`config.mk`:
```
export PLATFORM = sky130hd
export DESIGN_NAME = dlz_ctrl
export DESIGN_NICKNAME = d
export VERILOG_FILES = /design/src/rtl/core/dlz_pkg.sv /design/src/rtl/core/dlz_ctrl.sv
export SDC_FILE = /design/constraint.sdc
export NUM_CORES = 1
export LEC_CHECK = 0
export BUFFER_PORTS_ARGS = -buffer_cell sky130_fd_sc_hd__buf_2
export CORE_UTILIZATION = 45
export CTS_BUF_LIST = sky130_fd_sc_hd__clkbuf_8
export DETAILED_ROUTE_END_ITERATION = 16
export GPL_TIMING_DRIVEN = 0
export HOLD_SLACK_MARGIN = 0.06
export PLACE_DENSITY = 0.65
export RECOVER_POWER = 50
export SLEW_MARGIN = 20
export SYNTH_ARGS = -nofsm -noshare
export SYNTH_HDL_FRONTEND = slang
export SYNTH_SLANG_ARGS = --single-unit
```
`constraint.sdc`:
```
create_clock -name clk -period 8.19 [get_ports clk]
set_input_delay 0 -clock clk [delete_from_list [all_inputs] [get_ports clk]]
set_output_delay 0 -clock clk [all_outputs]
set_load 0.03 [all_outputs]
```
`src/rtl/core/dlz_pkg.sv`:
```
// Shared types and constants for the record LZ77 decompressor.
package dlz_pkg;

  localparam int HIST_DEPTH = 2048;
  localparam int HIST_AW    = $clog2(HIST_DEPTH);
  localparam int CNT_W      = 12;
  localparam logic [CNT_W-1:0] CNT_MAX = {CNT_W{1'b1}};

  localparam logic [7:0] BYTE_SPACE  = 8'h20;
  localparam logic [7:0] BYTE_FLIP   = 8'h80;
  localparam logic [7:0] LIT_MAX     = 8'h7F;
  localparam logic [7:0] SPACE_FIRST = 8'hC0;

  typedef enum logic [1:0] {
    STAT_OK,
    STAT_BAD_DIST,
    STAT_OPEN_CODE
  } stat_t;

  typedef enum logic [1:0] {
    PH_IDLE,
    PH_LIT,
    PH_COPY
  } phase_t;

  typedef enum logic [2:0] {
    ST_IDLE,
    ST_SPACE2,
    ST_RD,
    ST_WR,
    ST_ERR2
  } state_t;

  typedef struct packed {
    logic [7:0] data;
    logic       last;
    stat_t      status;
  } res_t;

  typedef struct packed {
    logic               we;
    logic [HIST_AW-1:0] waddr;
    logic [7:0]         wdata;
    logic               re;
    logic [HIST_AW-1:0] raddr;
  } ram_req_t;

endpackage

```
`src/rtl/core/dlz_ctrl.sv`:
```
// Decode sequencer: code parsing, record state and copy address stepping.
module dlz_ctrl (
  input  logic              clk,
  input  logic              rst,
  input  logic              cfg_wen,
  input  logic              cfg_wdata,
  input  logic              in_valid,
  output logic              in_ready,
  input  logic [7:0]        in_byte,
  input  logic              in_end,
  input  logic              can_emit,
  output logic              emit,
  output dlz_pkg::res_t     res,
  output dlz_pkg::ram_req_t ram_req,
  input  logic [7:0]        ram_rdata
);
  import dlz_pkg::*;

  state_t             state, state_next;
  phase_t             phase, phase_next;
  logic               mode;
  logic [HIST_AW-1:0] wp, wp_next;
  logic [CNT_W-1:0]   count, count_next;
  logic [3:0]         lit_left, lit_left_next;
  logic [5:0]         hi_bits, hi_bits_next;
  logic [HIST_AW-1:0] rd_ptr, rd_ptr_next;
  logic [3:0]         len_left, len_left_next;
  logic               pend, pend_next;
  logic [7:0]         hold, hold_next;

  always_ff @(posedge clk) begin
    if (rst) begin
      state    <= ST_IDLE;
      phase    <= PH_IDLE;
      mode     <= 1'b1;
      wp       <= '0;
      count    <= '0;
      lit_left <= '0;
      hi_bits  <= '0;
      len_left <= '0;
      pend     <= 1'b0;
    end else begin
      state    <= state_next;
      phase    <= phase_next;
      wp       <= wp_next;
      count    <= count_next;
      lit_left <= lit_left_next;
      hi_bits  <= hi_bits_next;
      len_left <= len_left_next;
      pend     <= pend_next;
      if (cfg_wen) begin
        mode <= cfg_wdata;
      end
    end
    rd_ptr <= rd_ptr_next;
    hold   <= hold_next;
  end

  always_comb begin
    logic               accept;
    logic               prod;
    logic [7:0]         prod_data;
    logic               clr;
    logic [10:0]        copy_dist;
    logic [3:0]         lit_dec;
    logic [HIST_AW-1:0] src;

    state_next    = state;
    phase_next    = phase;
    wp_next       = wp;
    count_next    = count;
    lit_left_next = lit_left;
    hi_bits_next  = hi_bits;
    rd_ptr_next   = rd_ptr;
    len_left_next = len_left;
    pend_next     = pend;
    hold_next     = hold;
    emit          = 1'b0;
    res           = '0;
    ram_req       = '0;
    prod          = 1'b0;
    prod_data     = '0;
    clr           = 1'b0;
    copy_dist     = {hi_bits, in_byte[7:3]};
    lit_dec       = (lit_left != 4'd0) ? lit_left - 4'd1 : lit_left;
    src           = wp - HIST_AW'(copy_dist);

    in_ready = (state == ST_IDLE) && can_emit;
    accept   = in_valid && in_ready;

    case (state)
      ST_IDLE: begin
        if (accept) begin
          if (!mode) begin
            emit = 1'b1;
            res  = '{data: in_byte, last: 1'b1, status: STAT_OK};
            clr  = in_end;
          end else begin
            case (phase)
              PH_LIT: begin
                prod          = 1'b1;
                prod_data     = in_byte;
                emit          = 1'b1;
                lit_left_next = lit_dec;
                if (lit_dec == 4'd0) begin
                  phase_next = PH_IDLE;
                end
                res = '{data: in_byte, last: 1'b1, status: STAT_OK};
                if (in_end) begin
                  if (lit_dec != 4'd0) begin
                    res.last   = 1'b0;
                    state_next = ST_ERR2;
                  end else begin
                    clr = 1'b1;
                  end
                end
              end
              PH_COPY: begin
                phase_next   = PH_IDLE;
                hi_bits_next = '0;
                if (copy_dist == 11'd0 || {1'b0, copy_dist} > count) begin
                  emit = 1'b1;
                  res  = '{data: 8'd0, last: 1'b1, status: STAT_BAD_DIST};
                  clr  = in_end;
                end else begin
                  ram_req.re    = 1'b1;
                  ram_req.raddr = src;
                  rd_ptr_next   = src + HIST_AW'(1);
                  len_left_next = {1'b0, in_byte[2:0]} + 4'd3;
                  pend_next     = in_end;
                  state_next    = ST_WR;
                end
              end
              default: begin
                if (in_byte inside {[8'd1:8'd8]}) begin
                  lit_left_next = in_byte[3:0];
                  phase_next    = PH_LIT;
                  if (in_end) begin
                    emit = 1'b1;
                    res  = '{data: 8'd0, last: 1'b1, status: STAT_OPEN_CODE};
                    clr  = 1'b1;
                  end
                end else if (in_byte <= LIT_MAX) begin
                  prod      = 1'b1;
                  prod_data = in_byte;
                  emit      = 1'b1;
                  res       = '{data: in_byte, last: 1'b1, status: STAT_OK};
                  clr       = in_end;
                end else if (in_byte >= SPACE_FIRST) begin
                  prod       = 1'b1;
                  prod_data  = BYTE_SPACE;
                  emit       = 1'b1;
                  res        = '{data: BYTE_SPACE, last: 1'b0, status: STAT_OK};
                  hold_next  = in_byte ^ BYTE_FLIP;
                  pend_next  = in_end;
                  state_next = ST_SPACE2;
                end else begin
                  hi_bits_next = in_byte[5:0];
                  phase_next   = PH_COPY;
                  if (in_end) begin
                    emit = 1'b1;
                    res  = '{data: 8'd0, last: 1'b1, status: STAT_OPEN_CODE};
                    clr  = 1'b1;
                  end
                end
              end
            endcase
          end
        end
      end
      ST_SPACE2: begin
        if (can_emit) begin
          prod       = 1'b1;
          prod_data  = hold;
          emit       = 1'b1;
          res        = '{data: hold, last: 1'b1, status: STAT_OK};
          clr        = pend;
          state_next = ST_IDLE;
        end
      end
      ST_RD: begin
        ram_req.re    = 1'b1;
        ram_req.raddr = rd_ptr;
        rd_ptr_next   = rd_ptr + HIST_AW'(1);
        state_next    = ST_WR;
      end
      ST_WR: begin
        if (can_emit) begin
          prod          = 1'b1;
          prod_data     = ram_rdata;
          emit          = 1'b1;
          len_left_next = len_left - 4'd1;
          res           = '{data: ram_rdata, last: 1'b0, status: STAT_OK};
          if (len_left == 4'd1) begin
            res.last   = 1'b1;
            clr        = pend;
            state_next = ST_IDLE;
          end else begin
            state_next = ST_RD;
          end
        end
      end
      ST_ERR2: begin
        if (can_emit) begin
          emit       = 1'b1;
          res        = '{data: 8'd0, last: 1'b1, status: STAT_OPEN_CODE};
          clr        = 1'b1;
          state_next = ST_IDLE;
        end
      end
      default: begin
        state_next = ST_IDLE;
      end
    endcase

    if (prod) begin
      ram_req.we    = 1'b1;
      ram_req.waddr = wp;
      ram_req.wdata = prod_data;
      wp_next       = wp + HIST_AW'(1);
      count_next    = (count == CNT_MAX) ? count : count + CNT_W'(1);
    end

    if (clr) begin
      wp_next       = '0;
      count_next    = '0;
      phase_next    = PH_IDLE;
      lit_left_next = '0;
      hi_bits_next  = '0;
    end
  end

endmodule

```
== After elaboration in Yosys (flattened, before gate mapping) ==
Index checks and enable logic that the tools add are counted.
Word-level totals
  input port bits: 23
  memories: 0
  memory bits (read-only): 0
  register bits after elaboration: 63
  logic and storage cells: 185
  RAM bits: 0
  bits in latches: 0
Cells by class
  shifts and indexed selects: 0
  eq/ne operators: 27
  order comparisons: 5
  bitwise logic cells: 7
  mux-type cells: 100
  div/mod/pow operators: 0
  reductions and logical operators: 27
  multipliers: 0
  $add $sub $neg: 8
Operators by type and width (number)
  $mux W11: 10
  $mux W12: 4
  $mux W8: 6
  $pmux W11 S2: 2
  $pmux W11 S4: 1
  $mux W3: 13
  $add A11 B1 Y11 const B: 3
  $mux W1: 30
  $mux W4: 7
  $mux W6: 4
  $pmux W12 S2: 1
  $pmux W8 S3: 1
  $mux W20: 1
  $ne A4 B2 Y1 const B: 4
  $pmux W4 S2: 2
  $pmux W8 S2: 1
  $reduce_and A7 Y1: 2
  $add A12 B1 Y12 const B: 1
  $eq A12 B12 Y1 const B: 1
  $gt A11 B12 Y1: 1
  $ne A2 B1 Y1 const B: 6
  $pmux W1 S2: 6
  $pmux W3 S4: 1
  $pmux W6 S2: 1
  36 further kinds: 65

== Logic depth before layout (Yosys ltp) ==
  depth in word-level cells: 10
  depth in mapped cells: 12
  gate-level depth less buffers: 11

== Least setup slack after synthesis ==
OpenSTA, ideal clock, no wires.
  path type: register -> output
  start point: register count[9]
  end point: output ram_req[10] in the netlist's numbering
  stages on the path, launching flop included: 11
  path slack: 5.246 ns
  data required time: 8.190 ns
  arrival time: 2.944 ns
  path buffers: 1
  cells stage by stage: dfxtp_1 > inv_1 > ha_1 > a21o_1 > a21oi_1 > a21oi_1 > or4_1 > a21oi_1 > nand3_1 > clkbuf_1 > o21ai_0
RTL lines
  start, declared: RTL line dlz_ctrl.sv:23  | logic [CNT_W-1:0] count, count_next;
  start signal, assigned: RTL line dlz_ctrl.sv:46  | count <= count_next;
  end, declared: RTL line dlz_ctrl.sv:14  | output dlz_pkg::ram_req_t ram_req,

== Final worst setup path ==
  start point: register state[1]
  end point: register rd_ptr[10] (data pin)
On the way
  word-level cells in the longest chain between the ends: 2
Ends and longest elaborated chain
  start, declared: RTL line dlz_ctrl.sv:19  | state_t state, state_next;
  start signal, assigned: RTL line dlz_ctrl.sv:43  | state <= state_next;
  $eq A3 B2 Y1 or $logic_not A3 Y1 (tied branches): RTL line dlz_ctrl.sv:91  | case (state)
  $pmux W11 S2 (*): RTL line dlz_ctrl.sv:91
  via rd_ptr_next[10]: RTL line dlz_ctrl.sv:26  | logic [HIST_AW-1:0] rd_ptr, rd_ptr_next;
  end signal, assigned: RTL line dlz_ctrl.sv:55  | rd_ptr <= rd_ptr_next;
  end, declared: RTL line dlz_ctrl.sv:26
Mark *: on every way through the listed nets, which the timed path passes. The rest lies on a longest branch.
A chain may end at the register's enable or synchronous reset.

==> impl_metrics.csv <==
group,metric,value,unit
status,status,"finished clean",
floorplanning,die_area,11300,sq um
clock_tree,ctsLongestPathBuffers,2,
final_layout,final_common_cell,"nor2_1",
setup_path,worstSetupEndpointType,"flop",
power_and_ir_drop,powerDensity,139,nW/um^2
synthesis,ys_seq_area_share,29.7,%
timing,finalSetupTns,0,ns
timing,rsz0062_at_grt,"false",
grt,grt_pass1_wl,22100,um
synthesis,synth_nets,677,
synthesis,synth_mux_area_share,2.66,%
setup_path,crit_path_cell_trace,"clkbuf_1, nor3b_1, clkbuf_1, clkbuf_1, nand2_1, nand2_1, ha_1, o211ai_1, nor3_1, nor4b_1, xor2_1",
timing,max-slew-margin-rel,24.8,%
synthesis,synth_edf_count,19,
floorplanning,fp.dieH,106,um
route,drtPass1Iterations,5,
worst_hold_path,min_path_type,"input pin to flop",
route,vias,4840,
route,viasPerCell,5.71,
synthesis,yosys.area_share.simple,25.2,%
synthesis,synth_top_family_by_area,"simple AND/OR/NAND/NOR gates",
setup_path,setup.worst_path.start_class,"flop",
synthesis,synth.cell_area,4890,sq um
timing,hold_viol,0,
final_layout,mostFrequentLayoutCells,"nor2_1, clkbuf_1, nand2_1, inv_1, dfxtp_1",
clock_tree,cts_post_setup_buffers_inserted,0,
setup_path,cp_common_cell,"clkbuf_1",
setup_path,cpPeakStageDelay,0.62,ns
grt,grtUsageTotal,24.5,%
power_and_ir_drop,ir_drop,75.0,uV
synthesis,synth-xor-area-share,6.79,%
clock_tree,cts.htree.levels,3,
synthesis,ys_warn_count,0,
clock_tree,cts_tree,"yes",
grt,antenna_found_initial,0,
synthesis,synthArstFlopShare,0,%
clock_tree,cts_root_buffer,"clkbuf_8",
clock_tree,clk_latency,0.34,ns
timing,tightest_slew,1.12,ns
route,wirelength,13600,um
synthesis,avgSynthCellArea,7.88,sq um
job,drv_cap,0,
placed_design,dp_hpwl,10200,um
timing,setup_viol,0,
synthesis,synth_fa_ha_area_share,8.86,%
grt,grt_pass1_vias,4541,
clock_tree,clock-sinks,63,
timing,min_period_over_period,45.5,%
floorplanning,core,10400,sq um
setup_path,reg2reg_from,"state[1]$_SDFFE_PP0P_",
clock_tree,numCtsBuffers,9,
power_and_ir_drop,p_leak,2.28,nW
setup_path,crit_required,8.27,ns
grt,grt_max_degree,13,
timing,fin_crit,3.72,ns
route,ant_nets,0,
synthesis,synth-compound-area-share,20.8,%
setup_path,r2r_slack,4.47,ns
setup_path,cp_slowest_cell,"nor3b_1",
final_layout,area_growth,15.9,%
power_and_ir_drop,power,0.785,mW
synthesis,synth_cell_type_count,64,
clock_tree,path_clk_slew,0.08,ns
floorplanning,row_count,37,
route,drtIter0Drc,356,
timing,drv_slew,0,
final_layout,nets,763,
timing,fin_worst_skew,0.00981,ns
placed_design,routabilityCongestion,0.955,
setup_path,r2r-end,"rd_ptr[10]$_DFFE_PP_",
setup_path,cp_max_fo,10,
synthesis,ys_ff_latch,63,
route,wl_per_cell,16.1,um
synthesis,syn-instance-count,620,
placed_design,io_buffers,66,
setup_path,path_class,"flop to flop",
route,remaining_drc_errors,0,
final_layout,drive_above_1_share,8.72,%
setup_path,cp.arrival,3.81,ns
grt,globalRouteOverflowTotal,0,
floorplanning,start_util,46.9,%
final_layout,num_antenna_cells,0,
synthesis,synth_flop_cell,"dfxtp_1",
setup_path,cp-startpoint,"state[1]$_SDFFE_PP0P_",
setup_path,crit_end,"rd_ptr[10]$_DFFE_PP_",
setup_path,r2r_cells,11,
timing,fmax,269,MHz
final_layout,final_util,54.3,%
floorplanning,ios,68,
floorplanning,die_w,106,um
-- worst min-delay path by stage --
stage	endpoint	slack, ns	start	cells after the start
2_1_floorplan	hold[0]$_DFFE_PP_	0.1	in_byte[0]	0
3_3_place_gp	hold[2]$_DFFE_PP_	0.20	in_byte[2]	1
3_5_place_dp	hold[2]$_DFFE_PP_	0.21	in_byte[2]	1
4_1_cts	pend$_SDFFE_PP0P_	0.15	in_end	5
5_1_grt	pend$_SDFFE_PP0P_	0.21	in_end	5
6_report	pend$_SDFFE_PP0P_	0.18	in_end	5
-- flip-flops by register name, indices dropped and copies added, names as in the netlist, 2 cells and up --
name      cells
len_left      4
state         3
lit_left      4
hold          8
hi_bits       6
phase         2
wp           11
count        12
rd_ptr       11
-- per-layer routing --
layer / track usage [%] / share of wire (%) / vias to the layer above
li1: - / - / 2405
met1: 33.1 / 47 / 2272
met2: 40.3 / 46 / 137
met3: 3.00 / 5.1 / 26
met4: 8.33 / 1.8 / 0
met5: 0 / 0 / -
-- layout make-up --
type | count | area [sq um]
Buffer | 26 | 114
Clock inverter | 6 | 90.1
Inverter | 47 | 176
Clock buffer | 10 | 138
Timing Repair Buffer | 75 | 377
Multi-Input combinational cell | 484 | 3140
Tap cell | 136 | 170
Sequential cell | 63 | 1450
Fill cell | 1004 | 4760
-- through the flow --
step | worst slack [ns] | hold WS (ns) | area (sq um) | std cells
floorplan | 5.25 | 0.0989 | 4890 | 620
global placement | 4.51 | 0.204 | 5390 | 822
detailed placement | 4.49 | 0.211 | 5390 | 822
CTS | 4.48 | 0.154 | 5700 | 847
global route | 4.15 | 0.214 | 5660 | 847
finish | 4.47 | 0.179 | 5660 | 847
-- cells in the mapped netlist, types with 5 or more instances --
master / number / area share, %
clkbuf_1: 21 / 1.6
xnor2_1: 22 / 3.9
edfxtp_1: 19 / 12
a211oi_1: 5 / 0.77
nor3b_1: 5 / 0.77
nor4b_1: 6 / 1.1
mux2i_1: 13 / 2.7
nor3_1: 22 / 2.3
and2_1: 13 / 1.7
a21oi_1: 27 / 2.8
nor4_1: 7 / 0.90
dfxtp_1: 44 / 18
ha_1: 33 / 8.5
nand3_1: 21 / 2.2
and3_1: 6 / 0.77
o211ai_1: 9 / 1.4
nand4_1: 13 / 1.7
nor2_1: 66 / 5.1
o21ai_0: 35 / 3.6
o21a_1: 5 / 0.77
nor2b_1: 7 / 0.90
a21o_1: 21 / 3.2
inv_1: 46 / 3.5
a31oi_1: 10 / 1.3
nand2b_1: 6 / 0.77
xor2_1: 14 / 2.5
nand2_1: 57 / 4.4
-- power breakdown --
group	internal, mW	switching, mW	leakage [nW]
clock network	0.182	0.137	0.118
registers	0.327	0.00359	0.524
logic	0.0467	0.0898	1.63
-- worst max-delay path, delay by kind of cell (launching register included) --
family,cells,cell delay [ns]
AO/OA/AOI/OAI,1,0.17
adder cells (fa/ha/maj),1,0.17
AND/OR/NAND/NOR,5,1.50
XOR/XNOR,1,0.11
flip-flops,1,0.34
buffers and inverters,3,1.17
-- logic make-up (layout without fill, tap and decap cells) --
family	count (synthesis)	after routing
AOI/OAI and AO/OA	153	153
xor gates and xnor gates	37	37
adders and majority gates	34	34
buffers and inverters	73	164
DFF	63	63
muxes	13	13
and+or+nand+nor	247	247
-- repair_timing --
item	in CTS	in global routing
resized for setup	0	0
hold endpoints to repair	9	0
hold buffers	9	0
No activity file was read; power rests on OpenSTA's default activity.
